[config.mk]
export PLATFORM = sky130hd
export DESIGN_NAME = affinv_num
export DESIGN_NICKNAME = d
export VERILOG_FILES = /design/src/affine2d_invert_defines.svh /design/src/affinv_pkg.sv /design/src/affinv_num.sv
export SDC_FILE = /design/constraint.sdc
export NUM_CORES = 1
export LEC_CHECK = 0
export ABC_AREA = 1
export BUFFER_PORTS_ARGS = -buffer_cell sky130_fd_sc_hd__buf_2
export CELL_PAD_IN_SITES_DETAIL_PLACEMENT = 1
export CELL_PAD_IN_SITES_GLOBAL_PLACEMENT = 1
export CORE_AREA = 3 3 496 498
export CTS_CLUSTER_SIZE = 16
export DETAILED_ROUTE_END_ITERATION = 16
export DIE_AREA = 0 0 499 501
export HOLD_SLACK_MARGIN = 0.12
export PLACE_DENSITY = 0.53
export SYNTH_ARGS = -nofsm -noshare
export SYNTH_HDL_FRONTEND = slang
export SYNTH_SLANG_ARGS = --single-unit
[constraint.sdc]
create_clock -name clk -period 34.1 [get_ports clk]
set_input_delay 6.82 -clock clk [delete_from_list [all_inputs] [get_ports clk]]
set_output_delay 6.82 -clock clk [all_outputs]
set_load 0.03 [all_outputs]
[src/affine2d_invert_defines.svh]
// Assertion macros used by the affine inverse top level.
`ifndef AFFINE2D_INVERT_DEFINES_SVH
`define AFFINE2D_INVERT_DEFINES_SVH

// Same-cycle implication, sampled on clk, quiet in reset.
`define AFFINV_ASSERT_NOW(name, ante, cons) \
  name: assert property (@(posedge clk) disable iff (rst) (ante) |-> (cons)) \
    else $error("affine2d_invert: assertion failed");

// Next-cycle implication, sampled on clk, quiet in reset.
`define AFFINV_ASSERT_NXT(name, ante, cons) \
  name: assert property (@(posedge clk) disable iff (rst) (ante) |=> (cons)) \
    else $error("affine2d_invert: assertion failed");

`endif

[src/affinv_pkg.sv]
// Types and constants of the affine inverse pipeline.
package affinv_pkg;

  localparam int COEFF_WIDTH = 32;
  localparam int FRAC_BITS   = 16;
  localparam int LANES       = 6;

  // det and numerator widths
  localparam int PW   = 2 * COEFF_WIDTH;
  localparam int DW   = 2 * COEFF_WIDTH + 1;
  localparam int DMW  = 2 * COEFF_WIDTH;
  localparam int SNW  = 2 * COEFF_WIDTH + FRAC_BITS + 1;
  localparam int NW   = 2 * COEFF_WIDTH + FRAC_BITS;
  localparam int CW   = (NW > DMW + COEFF_WIDTH) ? NW : DMW + COEFF_WIDTH;

  // lane order of the six quotients
  localparam int LANE_A  = 0;
  localparam int LANE_B  = 1;
  localparam int LANE_C  = 2;
  localparam int LANE_D  = 3;
  localparam int LANE_TX = 4;
  localparam int LANE_TY = 5;

  typedef struct packed {
    logic signed [COEFF_WIDTH-1:0] in_a;
    logic signed [COEFF_WIDTH-1:0] in_b;
    logic signed [COEFF_WIDTH-1:0] in_c;
    logic signed [COEFF_WIDTH-1:0] in_d;
    logic signed [COEFF_WIDTH-1:0] in_tx;
    logic signed [COEFF_WIDTH-1:0] in_ty;
  } affinv_in_t;

  typedef struct packed {
    logic signed [COEFF_WIDTH-1:0] out_a;
    logic signed [COEFF_WIDTH-1:0] out_b;
    logic signed [COEFF_WIDTH-1:0] out_c;
    logic signed [COEFF_WIDTH-1:0] out_d;
    logic signed [COEFF_WIDTH-1:0] out_tx;
    logic signed [COEFF_WIDTH-1:0] out_ty;
    logic                          invertible;
    logic                          saturated;
  } affinv_out_t;

  // products stage
  typedef struct packed {
    logic signed [COEFF_WIDTH-1:0] a;
    logic signed [COEFF_WIDTH-1:0] b;
    logic signed [COEFF_WIDTH-1:0] c;
    logic signed [COEFF_WIDTH-1:0] d;
    logic signed [PW-1:0]          ad;
    logic signed [PW-1:0]          bc;
    logic signed [PW-1:0]          cty;
    logic signed [PW-1:0]          dtx;
    logic signed [PW-1:0]          btx;
    logic signed [PW-1:0]          aty;
  } affinv_prod_t;

  // one quotient in flight; q bit COEFF_WIDTH flags overflow
  typedef struct packed {
    logic                   neg;
    logic [COEFF_WIDTH:0]   q;
    logic [NW-1:0]          rem;
  } affinv_lane_t;

  typedef struct packed {
    logic                          singular;
    logic [DMW-1:0]                den;
    affinv_lane_t [LANES-1:0]      lane;
  } affinv_work_t;

endpackage

[src/affinv_num.sv]
// Second stage: determinant, numerators, magnitudes and signs.
module affinv_num (
  input  logic                     clk,
  input  logic                     rst,
  input  logic                     up_valid,
  output logic                     up_ready,
  input  affinv_pkg::affinv_prod_t up_item,
  input  logic                     dn_ready,
  output logic                     valid,
  output affinv_pkg::affinv_work_t item
);

  localparam int F   = affinv_pkg::FRAC_BITS;
  localparam int DW  = affinv_pkg::DW;
  localparam int SNW = affinv_pkg::SNW;

  logic signed [DW-1:0]  det;
  logic signed [DW-1:0]  det_abs;
  logic signed [SNW-1:0] n   [affinv_pkg::LANES];
  logic signed [SNW-1:0] mag [affinv_pkg::LANES];
  affinv_pkg::affinv_work_t next;

  always_comb begin
    det     = DW'(up_item.ad) - DW'(up_item.bc);
    det_abs = det[DW-1] ? -det : det;

    // numerators scaled to Q.3F before the divide
    n[affinv_pkg::LANE_A]  = SNW'(up_item.d) <<< (2 * F);
    n[affinv_pkg::LANE_B]  = (-SNW'(up_item.b)) <<< (2 * F);
    n[affinv_pkg::LANE_C]  = (-SNW'(up_item.c)) <<< (2 * F);
    n[affinv_pkg::LANE_D]  = SNW'(up_item.a) <<< (2 * F);
    n[affinv_pkg::LANE_TX] = (SNW'(up_item.cty) - SNW'(up_item.dtx)) <<< F;
    n[affinv_pkg::LANE_TY] = (SNW'(up_item.btx) - SNW'(up_item.aty)) <<< F;

    next.singular = (det == '0);
    next.den      = det_abs[affinv_pkg::DMW-1:0];
    for (int i = 0; i < affinv_pkg::LANES; i++) begin
      mag[i]             = n[i][SNW-1] ? -n[i] : n[i];
      next.lane[i].neg   = n[i][SNW-1] ^ det[DW-1];
      next.lane[i].q     = '0;
      next.lane[i].rem   = mag[i][affinv_pkg::NW-1:0];
    end
  end

  assign up_ready = !valid || dn_ready;

  always_ff @(posedge clk) begin
    if (rst) begin
      valid <= 1'b0;
    end else if (up_ready) begin
      valid <= up_valid;
    end
  end

  always_ff @(posedge clk) begin
    if (up_ready && up_valid) begin
      item <= next;
    end
  end

endmodule

* Yosys cells after proc, flatten, opt, wreduce, memory -nomap -nowiden
Index checks and enable logic that the tools add are counted.
W data, S select, Z words.
** Word-level totals
- Flip-flop bits (word level) :: 552
- Latch bits :: 0
- RAM bits :: 0
- ROM bits :: 0
- Input bits :: 516
- Output and inout bits :: 751
- Logic and storage cells :: 50
- Memories :: 0
** Operators by class
- Add/subtract/negate cells :: 12
- Multiply operators :: 0
- Divide/modulo/power cells :: 0
- Magnitude comparators :: 0
- Equality and inequality tests :: 0
- Shifts and indexed selects :: 0
- Muxes and demuxes :: 7
- Bitwise operators :: 6
- Reductions and logical operators :: 4
** Operator list (number)
- $mux W80 :: 4
- $neg A80 Y80 :: 4
- $sub A64 B64 Y65 :: 3
- $neg A64 Y80 :: 2
- $mux W63 :: 2
- $neg A32 Y49 :: 2
- $logic_not A65 Y1 :: 1
- $mux W64 :: 1
- $neg A64 Y64 :: 1
- $xor A1 B1 Y1 :: 6
- $logic_and A1 B1 Y1 :: 1
- $logic_not A1 Y1 :: 1
- $logic_or A1 B1 Y1 :: 1

* Longest topological paths before layout
- Depth in word-level cells :: 3
- Depth in mapped cells :: 27

* Least setup slack after synthesis
Ideal clock, no wire load.
- Path type :: in2reg
- From :: input up_valid
- To :: register item[113] in the netlist's numbering (enable)
- Data arrival time :: 25585 ps
- Required time :: 32824 ps
- Slack :: 7240 ps
- Stages on the path :: 2
- Cell sequence :: inv_1 > a21oi_1
** Between the ends
- Word-level cells in the longest chain between the ends :: 1
** Ends and longest elaborated chain
- start: declaration :: line affinv_num.sv:5 : input logic up_valid,
- $logic_and A1 B1 Y1 :: line affinv_num.sv:56 : if (up_ready && up_valid) begin
- end signal: assignment :: line affinv_num.sv:57 : item <= next;
- end: declaration :: line affinv_num.sv:10 : output affinv_pkg::affinv_work_t item
Every way passes these cells.
A chain may end at the register's enable or synchronous reset.

* Final worst setup path
- From :: input dn_ready
- To :: output up_ready
** Between the ends
- Word-level cells in the longest chain between the ends :: 1
** Ends and longest elaborated chain
- start: declaration :: line affinv_num.sv:8 : input logic dn_ready,
- $logic_or A1 B1 Y1 :: line affinv_num.sv:45 : assign up_ready = !valid || dn_ready;
- end: declaration :: line affinv_num.sv:6 : output logic up_ready,
Every way passes these cells.

==> out/metrics.cfg <==
[clock_network]
cts.clk_slew.worst_paths_ns = 0.06
cts_root_buf = clkbuf_16
cts_tree = built
cts_resized = 0
clk_latency_ns = 0.66
cts_setup_buffers = 0
cts_buffers = 49
max-clock-path-buffers = 3
htree_num_levels = 2
clock_sinks = 392
holdBufCountCts = 0

[critical_path]
cp_top_family = buffers and inverters
path_cells = buf_2 > inv_1 > nand2_1 > buf_2
ff2ff_path_depth = 4
worstPathMaxFanout = 2
regToRegStartpoint = valid
cp_slowest_stage_delay_ns = 0.18
cp_slowest_cell = buf_2
worstPathArrival_ns = 7.31
r2r_slack_ns = 30.23
cp-startpoint = dn_ready
worstSetupPathType = primary input to output port
r2r-end = item[684]
critPathBufInv = 3
worst_setup_path_end_kind = output port
worstPathRequired_ns = 27.28
crit_path_frequent_cell = buf_2
worstSetupStartpointType = primary input

[power]
peakVddDrop_mv = 0.03559
power_leakage_nw = 28.11
p_total_w = 0.002187
powerDensity_nw_per_um2 = 41.27

[global_routing]
grt_pass1_vias = 48130
grt_pass1_wl_mm = 322.8
grt_remaining_overflow = 0
antenna_found_initial = 52
grt_usage = 0.1753
grt_max_degree = 72

[final_layout]
fin_area_um2 = 52990
final_nets = 8774
final_cell_mix = 2433 x nand2_1, 1308 x inv_1, 908 x buf_2
area_delta_synth_final_pct = 20.57
drive_gt1_frac = 0.1379
final_common_cell = nand2_1

[floorplanning]
die_area_um2 = 250000
die_h_um = 501
core_um2 = 242500
ioPinCount = 1267
start_util = 0.1812
die_w_um = 499
rows = 181

[sta]
slew_viol_final = 0
max_freq_mhz = 70.79
tightest_slew_ns = 1.046
setup_ws_ns = 19.97
final_hold_viol_count = 0
timing.final.crit_share = 0.4142
rsz0062_at_grt = no
finalSetupViolCount = 0
relSlewSlack = 0.3019
skew_ns = 0.04493
tns_ns = 0
fin_crit_ns = 14.13

[logic_synthesis]
synth.distinct_cells = 51
synthCells = 7072
ys_warn_count = 0
synth_flop_cell = edfxtp_1
ys_seq_elements = 392
seq_area_frac_synth = 0.2676
async_flop_share = 0
synth_area_um2 = 43950
synth.avg_cell_area_um2 = 6.214
synth-edff-count = 391

[min_path]
hold_path_depth = 2
hold_start = valid
hp-class = flip-flop to flip-flop
hold_end = valid

[placed_design]
hpwl_mm = 205.9
dp_slack_ns = 19.96
placed_cell_area_um2 = 51250
place_congestion = 0.9527
portBuffers = 908

[route]
wirelength_mm = 230.0
drt_pass1_iterations = 5
route.detailed.wl_per_inst_um = 20.31
drt-initial-drc-count = 2328
drc = 0
antenna_left = 0
via_count = 46950
viasPerCell = 4.144

[run_status]
status = finished clean

[flow_run]
maxCapViolCount = 0

kinds of logic (layout without fill, tap and decap cells):
family          after synthesis  in the layout  synth area share
fa+ha+maj                   202            202           0.05802
simple gates               3950           3950            0.3714
buf+inv                    1718           2335            0.1785
flops                       392            392            0.2676
xor+xnor                    331            331           0.06665
other cells                   1            439        0.00008533
compound gates              478            478           0.05776
registers in the layout, summed over array words and instances (netlist names):
| register | flops |
|---|---|
| valid | 1 |
| item | 391 |
metal layers:
| layer | vias to the layer above | routed length [µm] | GRT usage | part of all wire |
|---|---|---|---|---|
| li1 | 23160 | - | - | - |
| met1 | 22250 | 94370 | 0.2039 | 0.41 |
| met2 | 1282 | 116200 | 0.3210 | 0.51 |
| met3 | 240 | 9516 | 0.02105 | 0.041 |
| met4 | 14 | 9868 | 0.07671 | 0.043 |
| met5 | - | 94 | 0 | 0.00041 |
cells in the mapped netlist, types with 98 or more instances:
cell	count	area, µm²
a21oi_1	255	1276
buf_4	363	2725
edfxtp_1	391	11740
ha_1	199	2490
inv_1	1308	4910
nand2_1	2433	9133
nand3_1	381	1907
nand4_1	104	650.6
nor2_1	752	2823
o21ai_0	144	720.7
xnor2_1	98	858.3
xor2_1	229	2006
worst max path at each step:
stage	to	slack [ns]	depth (start not counted)
floorplan	item[113]	7.24	2
global placement	up_ready	19.92	4
detailed placement	up_ready	19.96	4
CTS	up_ready	19.96	4
global route	up_ready	19.94	4
finish	up_ready	19.97	4
final cells by class:
class	count	area, µm²
repair buffers	918	4619
fillers	31050	189600
diodes	33	82.58
clock inverters	35	412.9
clock buffers	54	1245
flip-flops and latches	392	11760
well taps	3202	4006
inverters	1328	4985
multi-input cells	5367	25880
metrics by stage:
stage / utilization / hold WS [ns] / std cells
after global routing: 0.2184 / 0.5800 / 11320
final: 0.2185 / 0.5491 / 11330
after detailed placement: 0.2113 / 0.5495 / 11210
after floorplan: - / 0.8318 / 7477
after CTS: 0.2181 / 0.5592 / 11300
after global placement: 0.2113 / 0.5817 / 11210
worst reg2reg max path, delay by kind of cell (launching register included):
family | cells | cell delay [ns]
buffers and inverters | 3 | 2.58
AOI/OAI and AO/OA | 1 | 0.52
DFF | 1 | 0.35
where the power goes:
| group | leakage [nW] | total (W) | internal [W] | switching (W) |
|---|---|---|---|---|
| combinational | 23.5 | 0.000989 | 0.000246 | 0.000744 |
| sequential | 3.80 | 0.000648 | 0.000621 | 0.0000274 |
| clock | 0.798 | 0.000549 | 0.000313 | 0.000236 |
| total | 28.1 | 0.00219 | 0.00118 | 0.00101 |
Note: power is estimated with default switching activity, not from simulation.
