**config.mk**
```make
export PLATFORM = sky130hd
export DESIGN_NAME = affinv_step
export DESIGN_NICKNAME = d
export VERILOG_FILES = /design/src/affine2d_invert_defines.svh /design/src/affinv_pkg.sv /design/src/affinv_step.sv
export SDC_FILE = /design/constraint.sdc
export NUM_CORES = 2
export LEC_CHECK = 0
export BUFFER_PORTS_ARGS = -buffer_cell sky130_fd_sc_hd__buf_2
export CORE_AREA = 5 5 589 591
export DETAILED_ROUTE_END_ITERATION = 10
export DIE_AREA = 0 0 594 596
export PLACE_DENSITY_LB_ADDON = 0.3
export SYNTH_ARGS = -nofsm -noshare
export SYNTH_HDL_FRONTEND = slang
export SYNTH_SLANG_ARGS = --single-unit
```
**constraint.sdc**
```tcl
create_clock -name clk -period 32.1 [get_ports clk]
set_input_delay 6.42 -clock clk [delete_from_list [all_inputs] [get_ports clk]]
set_output_delay 6.42 -clock clk [all_outputs]
set_load 0.005 [all_outputs]
```
**src/affine2d_invert_defines.svh**
```systemverilog
// Assertion macros used by the affine inverse top level.
`ifndef AFFINE2D_INVERT_DEFINES_SVH
`define AFFINE2D_INVERT_DEFINES_SVH

// Same-cycle implication, sampled on clk, quiet in reset.
`define AFFINV_ASSERT_NOW(name, ante, cons) \
  name: assert property (@(posedge clk) disable iff (rst) (ante) |-> (cons)) \
    else $error("affine2d_invert: assertion failed");

// Next-cycle implication, sampled on clk, quiet in reset.
`define AFFINV_ASSERT_NXT(name, ante, cons) \
  name: assert property (@(posedge clk) disable iff (rst) (ante) |=> (cons)) \
    else $error("affine2d_invert: assertion failed");

`endif

```
**src/affinv_pkg.sv**
```systemverilog
// Types and constants of the affine inverse pipeline.
package affinv_pkg;

  localparam int COEFF_WIDTH = 32;
  localparam int FRAC_BITS   = 16;
  localparam int LANES       = 6;

  // det and numerator widths
  localparam int PW   = 2 * COEFF_WIDTH;
  localparam int DW   = 2 * COEFF_WIDTH + 1;
  localparam int DMW  = 2 * COEFF_WIDTH;
  localparam int SNW  = 2 * COEFF_WIDTH + FRAC_BITS + 1;
  localparam int NW   = 2 * COEFF_WIDTH + FRAC_BITS;
  localparam int CW   = (NW > DMW + COEFF_WIDTH) ? NW : DMW + COEFF_WIDTH;

  // lane order of the six quotients
  localparam int LANE_A  = 0;
  localparam int LANE_B  = 1;
  localparam int LANE_C  = 2;
  localparam int LANE_D  = 3;
  localparam int LANE_TX = 4;
  localparam int LANE_TY = 5;

  typedef struct packed {
    logic signed [COEFF_WIDTH-1:0] in_a;
    logic signed [COEFF_WIDTH-1:0] in_b;
    logic signed [COEFF_WIDTH-1:0] in_c;
    logic signed [COEFF_WIDTH-1:0] in_d;
    logic signed [COEFF_WIDTH-1:0] in_tx;
    logic signed [COEFF_WIDTH-1:0] in_ty;
  } affinv_in_t;

  typedef struct packed {
    logic signed [COEFF_WIDTH-1:0] out_a;
    logic signed [COEFF_WIDTH-1:0] out_b;
    logic signed [COEFF_WIDTH-1:0] out_c;
    logic signed [COEFF_WIDTH-1:0] out_d;
    logic signed [COEFF_WIDTH-1:0] out_tx;
    logic signed [COEFF_WIDTH-1:0] out_ty;
    logic                          invertible;
    logic                          saturated;
  } affinv_out_t;

  // products stage
  typedef struct packed {
    logic signed [COEFF_WIDTH-1:0] a;
    logic signed [COEFF_WIDTH-1:0] b;
    logic signed [COEFF_WIDTH-1:0] c;
    logic signed [COEFF_WIDTH-1:0] d;
    logic signed [PW-1:0]          ad;
    logic signed [PW-1:0]          bc;
    logic signed [PW-1:0]          cty;
    logic signed [PW-1:0]          dtx;
    logic signed [PW-1:0]          btx;
    logic signed [PW-1:0]          aty;
  } affinv_prod_t;

  // one quotient in flight; q bit COEFF_WIDTH flags overflow
  typedef struct packed {
    logic                   neg;
    logic [COEFF_WIDTH:0]   q;
    logic [NW-1:0]          rem;
  } affinv_lane_t;

  typedef struct packed {
    logic                          singular;
    logic [DMW-1:0]                den;
    affinv_lane_t [LANES-1:0]      lane;
  } affinv_work_t;

endpackage

```
**src/affinv_step.sv**
```systemverilog
// One restoring divide stage: decides quotient bit BIT for all six lanes.
module affinv_step #(
  parameter int BIT = 0
) (
  input  logic                     clk,
  input  logic                     rst,
  input  logic                     up_valid,
  output logic                     up_ready,
  input  affinv_pkg::affinv_work_t up_item,
  input  logic                     dn_ready,
  output logic                     valid,
  output affinv_pkg::affinv_work_t item
);

  localparam int CW = affinv_pkg::CW;

  logic [CW-1:0] den_sh;
  logic [CW-1:0] rem_ext [affinv_pkg::LANES];
  affinv_pkg::affinv_work_t next;

  // compare and subtract the shifted divisor; top bit is the overflow test
  always_comb begin
    next   = up_item;
    den_sh = CW'(up_item.den) << BIT;
    for (int i = 0; i < affinv_pkg::LANES; i++) begin
      rem_ext[i] = CW'(up_item.lane[i].rem);
      if (rem_ext[i] >= den_sh) begin
        next.lane[i].rem    = affinv_pkg::NW'(rem_ext[i] - den_sh);
        next.lane[i].q[BIT] = 1'b1;
      end
    end
  end

  assign up_ready = !valid || dn_ready;

  always_ff @(posedge clk) begin
    if (rst) begin
      valid <= 1'b0;
    end else if (up_ready) begin
      valid <= up_valid;
    end
  end

  always_ff @(posedge clk) begin
    if (up_ready && up_valid) begin
      item <= next;
    end
  end

endmodule

```
### Word-level counts from Yosys, hierarchy flattened

Index checks and enable logic that the tools add are counted.

* register bits after elaboration: 750
* bits of input ports: 753
* output and inout bits: 751

* $add $sub $neg: 6
* magnitude comparators: 6
* multiplexer cells: 6
* reduce and logical (&&, ||, !) cells: 3

Operator list (number)
* greater-or-equal comparator 80 x 64 -> 1 bit: 6
* two-way mux 80 bit: 6
* subtractor 80 x 64 -> 80 bit: 6
* logical AND 1 bit: 1
* zero test 1 bit: 1
* logical OR 1 bit: 1

### Longest topological paths before layout

* word-level depth: 3
* mapped depth: 17
* depth with buffers taken out: 14

### Worst setup path after synthesis

OpenSTA, ideal clock, no wires.

* path type: input port to flip-flop
* start: in dn_ready
* end: reg item[0] in the netlist's numbering (enable)
* library setup time: 1218 ps
* arrival: 23483 ps
* setup slack: 7399 ps
* stages on the path: 2
* buffers on the path: 0
* cells stage by stage: nand2b_1 > and2_1

* cells in the longest elaborated chain, start to end: 2

RTL lines
* start, declared: RTL line affinv_step.sv:10 `input logic dn_ready,`
* logical OR 1 bit: RTL line affinv_step.sv:34 `assign up_ready = !valid || dn_ready;`
* logical AND 1 bit: RTL line affinv_step.sv:45 `if (up_ready && up_valid) begin`
* end signal, assigned: RTL line affinv_step.sv:46 `item <= next;`
* end, declared: RTL line affinv_step.sv:12 `output affinv_pkg::affinv_work_t item`

Every way passes these cells.
A chain may end at the register's enable or synchronous reset.

### Worst setup path after layout

* start: in dn_ready
* end: out up_ready

* cells in the longest elaborated chain, start to end: 1

RTL lines
* logical OR 1 bit: RTL line affinv_step.sv:34
* end, declared: RTL line affinv_step.sv:8 `output logic up_ready,`

Every way passes these cells.

==> metrics.md <==
| Metric | Value |
|---|---|
| Tightest Pin Transition | `1.41 ns` |
| CP Cell Sequence | `buf_2 -> nand2b_1 -> buf_2` |
| CTS tree | `done` |
| Die boundary height | `596 µm` |
| Dpl hpwl | `roughly 350000 µm` |
| Total number of vias | `52700` |
| P per Cell Area | `51.3 nW/µm²` |
| Tot Pwr | `about 3.6 mW` |
| Final global-route overflow total | `0` |
| Seq/Total Area, Yosys | `42.5%` |
| DP Area | `between 60000 and 70000 µm²` |
| Final period util | `41.2%` |
| Final setup margin | `18.86 ns` |
| Clock power share | `a little over a third` |
| FMAX | `0.0756 GHz` |
| Met2 Track Usage GR | `roughly two fifths` |
| IO Pins | `1504` |
| Drt wl/cell | `34.5 µm` |
| Core area | `~340000 µm²` |
| CP peak stage delay | `0.16 ns` |
| WS Path Type | `input port to output port` |
| Initial antenna violation count | `350` |
| CTS Hold Bufs | `0` |
| Vias in the first global route | `~51000` |
| Drt drc | `0` |
| Status | `complete, no violations` |
| Top_reg_cell synth | `edfxtp_1` |
| Hold Fails Final Rpt | `0` |
| CTS Sinks | `750` |
| P&R area growth vs syn | `31.3%` |
| DIE WIDTH | `594 µm` |
| DRT Pass-1 Iters | `7` |
| Critical Path RT | `25.68 ns` |
| Drt via density | `4.47` |
| Placed insts | `roughly 11000` |
| Most frequent cell on the critical path | `buf_2` |
| Int Pwr | `approximately 2.3 mW` |
| Slowest CP cell | `nand2b_1` |
| Worst skew pair latency | `~0.9 ns` |
| Hold Crit Class | `flop to flop` |
| CTS root buf | `clkbuf_16` |
| Max-slew headroom | `3.72%` |
| CTS Buf Count | `112` |
| Async S/R FF share, synth | `0%` |
| M1 GR Usage | `22.2%` |
| Critical Path AT | `6.82 ns` |
| DIE AREA | `about 350000 µm²` |
| Number of enable flip-flop cells after synthesis | `approximately 750` |
| Seq pwr share | `between 30% and 40%` |
| IR Drop Worst-Case VDD | `0.0435 mV` |
| Final setup viols | `0` |
| Initial drt markers | `3979` |
| Count of cell types in the netlist | `106` |
| Reg clk slew, reported paths | `0.06 ns` |
| Final #Nets | `8171` |
| Post-CTS sizing | `0` |
| Max-slew violations | `0` |
| Max Buffers Root-to-Sink | `4` |
| CP Launch Type | `input port` |
| Combinational power share | `28.9%` |
| Post-Synthesis Cells | `roughly 5600` |
| Core Rows | `215` |
| Drt total wl | `406000 µm` |
| Switching share of power | `a little over a third` |
| Pre-CTS setup slack | `approximately 19 ns` |
| Number of routed nets with antenna violations | `0` |
| Met3 GRT Util | `under 10%` |
| Final setup TNS | `0 ns` |
| RSZ-0062 raised after global routing | `no` |
| Fillers | `38100` |
| Critical path capture point type | `output port` |
| Final Cell Area | `69600 µm²` |
| Max-cap violations | `0` |
| GRT Max-Usage Layer | `met2` |
| Synth warnings | `0` |
| Postcts setup bufs | `0` |
| Non-filler cells, final | `11800` |
| Synth Area per Inst | `9.42 µm²` |
| Htree depth | `3` |
| Synthesized area | `roughly 53000 µm²` |
| Routability cong. | `0.944` |
| Global-route wire length before repair | `512000 µm` |
| All-Layer GR Usage | `a little over a fifth` |
| Tmin final | `between 10 and 15 ns` |
| Max Clock Skew | `approximately 0.036 ns` |
| Register bit total from synthesis | `750` |
| Mapped Nets | `6770` |
| Largest net degree at the start of global routing | `133` |
| Leakage | `28.1 nW` |
| Crit-path max FO | `3` |
| Switching pwr | `1.27 mW` |
| Initial core utilization | `15.5%` |
| PortBufs | `1503` |
| Fraction of layout cells with a size suffix above 1 | `26.6%` |
[metal layers]
metal | vias to the layer above | wire (µm)
li1 | 23900 | -
met1 | 25300 | 141000
met2 | 2501 | 206000
met3 | 918 | 33800
met4 | 98 | 24800
met5 | - | 633
[worst max-delay path, delay by kind of cell]
kind                   cells  cell delay, ns
buffers and inverters      2            0.23
AND/OR/NAND/NOR            1            0.16
[flip-flops by register name, indices dropped and copies added (netlist names)]
register	flops
valid	1
item	749
[layout make-up]
type | count | area [µm²] | area share (%)
inverters | 191 | 717 | 1.03
clock buffers | 120 | 2850 | 4.10
repair buffers | 1569 | 8030 | 11.5
flip-flops and latches | 750 | 22500 | 32.3
multi-input cells | 4404 | 28700 | 41.2
well taps | 4557 | 5700 | 8.19
clock inverters | 76 | 785 | 1.13
diodes | 124 | 310 | 0.446
[metrics by stage]
stage / utilization (%) / hold WS [ns]
6_report: 20.4 / 0.538
5_1_grt: 20.4 / 0.582
4_1_cts: 20.3 / 0.541
3_5_place_dp: 19.2 / 0.531
3_3_place_gp: 19.2 / 0.536
2_1_floorplan: - / 0.522
[cells in the final DEF (no fill, tap or decap), types with 17 or more instances in the layout]
cell,netlist,final
o31ai_1,39,39
nor2b_1,32,32
o21bai_1,89,89
o211ai_1,33,33
edfxtp_1,749,749
nand3_1,95,95
o21ai_0,382,380
o21ai_1,16,17
a21boi_0,22,22
clkbuf_16,0,113
or3_1,44,43
nand2_1,526,526
diode_2,0,124
or4_1,19,19
a21oi_1,664,663
ha_1,384,384
nand4_1,150,150
and2_1,27,24
and3_1,40,40
clkinv_2,0,24
a31oi_1,49,48
xor2_1,190,190
buf_2,49,1503
o21a_1,50,50
inv_1,190,150
clkinv_1,1,18
mux2_2,25,25
inv_2,0,40
nor2_1,516,516
nand2b_1,54,54
xnor2_1,257,257
nor3_1,101,99
buf_4,9,64
nor4_1,45,43
or2_2,17,17
a211oi_1,36,35
a21o_1,244,244
[final timing paths]
check / endpoint / startpoint / slack, ns / cells past startpoint
worst max-delay path: up_ready / dn_ready / 18.86 / 3
worst min-delay path: valid / valid / 0.54 / 2
worst max register to register: item[416] / valid / 26.84 / 7
worst min register to register: valid / valid / 0.54 / 2
[cell usage after synthesis, types with 10 or more instances]
cell type / number / area [µm²]
nand3b_1: 10 / 75.1
a21boi_0: 22 / 165
edfxtp_1: 749 / 22500
or3_1: 44 / 275
o41ai_1: 12 / 105
nor2b_1: 32 / 200
or4_1: 19 / 143
buf_2: 49 / 245
o31ai_1: 39 / 293
o21ai_1: 16 / 80.1
a21o_1: 244 / 1830
o21ai_0: 382 / 1910
o21a_1: 50 / 375
nor4_1: 45 / 282
or2_2: 17 / 106
inv_1: 190 / 713
nand2_1: 526 / 1970
clkbuf_1: 206 / 773
mux2_1: 11 / 124
and3_1: 40 / 250
a211oi_1: 36 / 270
nand3_1: 95 / 475
o211ai_1: 33 / 248
nand4_1: 150 / 938
a21oi_1: 664 / 3320
o31a_1: 12 / 105
o21bai_1: 89 / 668
ha_1: 384 / 4800
a221oi_1: 13 / 114
mux2_2: 25 / 282
and2_1: 27 / 169
nor3_1: 101 / 505
a31oi_1: 49 / 307
xnor2_1: 257 / 2250
nor2_1: 516 / 1940
nor3b_1: 11 / 82.6
xor2_1: 190 / 1660
nand2b_1: 54 / 338
buf_1: 13 / 48.8
[kinds of logic (layout without fill, tap and decap cells)]
group                      after synthesis  in the layout  share of synthesized area [%]
other                                    0            124                              0
adders and majority gates              390            390                           9.29
muxes                                   41             41                          0.859
xor gates and xnor gates               447            447                           7.38
DFF                                    750            750                           42.5
AOI/OAI and AO/OA                     1798           1798                           21.1
and+or+nand+nor                       1728           1728                           15.3
buffers and inverters                  473           1956                           3.56
[power by group through the flow]
| stage | combinational, mW | sequential, mW | clock [mW] |
|---|---|---|---|
| 2_1_floorplan | 0.492 | 1.31 | 0 |
| 3_3_place_gp | 1.04 | 1.28 | 0 |
| 3_5_place_dp | 1.03 | 1.28 | 0 |
| 4_1_cts | 1.04 | 1.26 | 1.33 |
| 5_1_grt | 1.10 | 1.27 | 1.36 |
| 6_report | 1.03 | 1.26 | 1.28 |
Power figures use the tool's default switching activity.
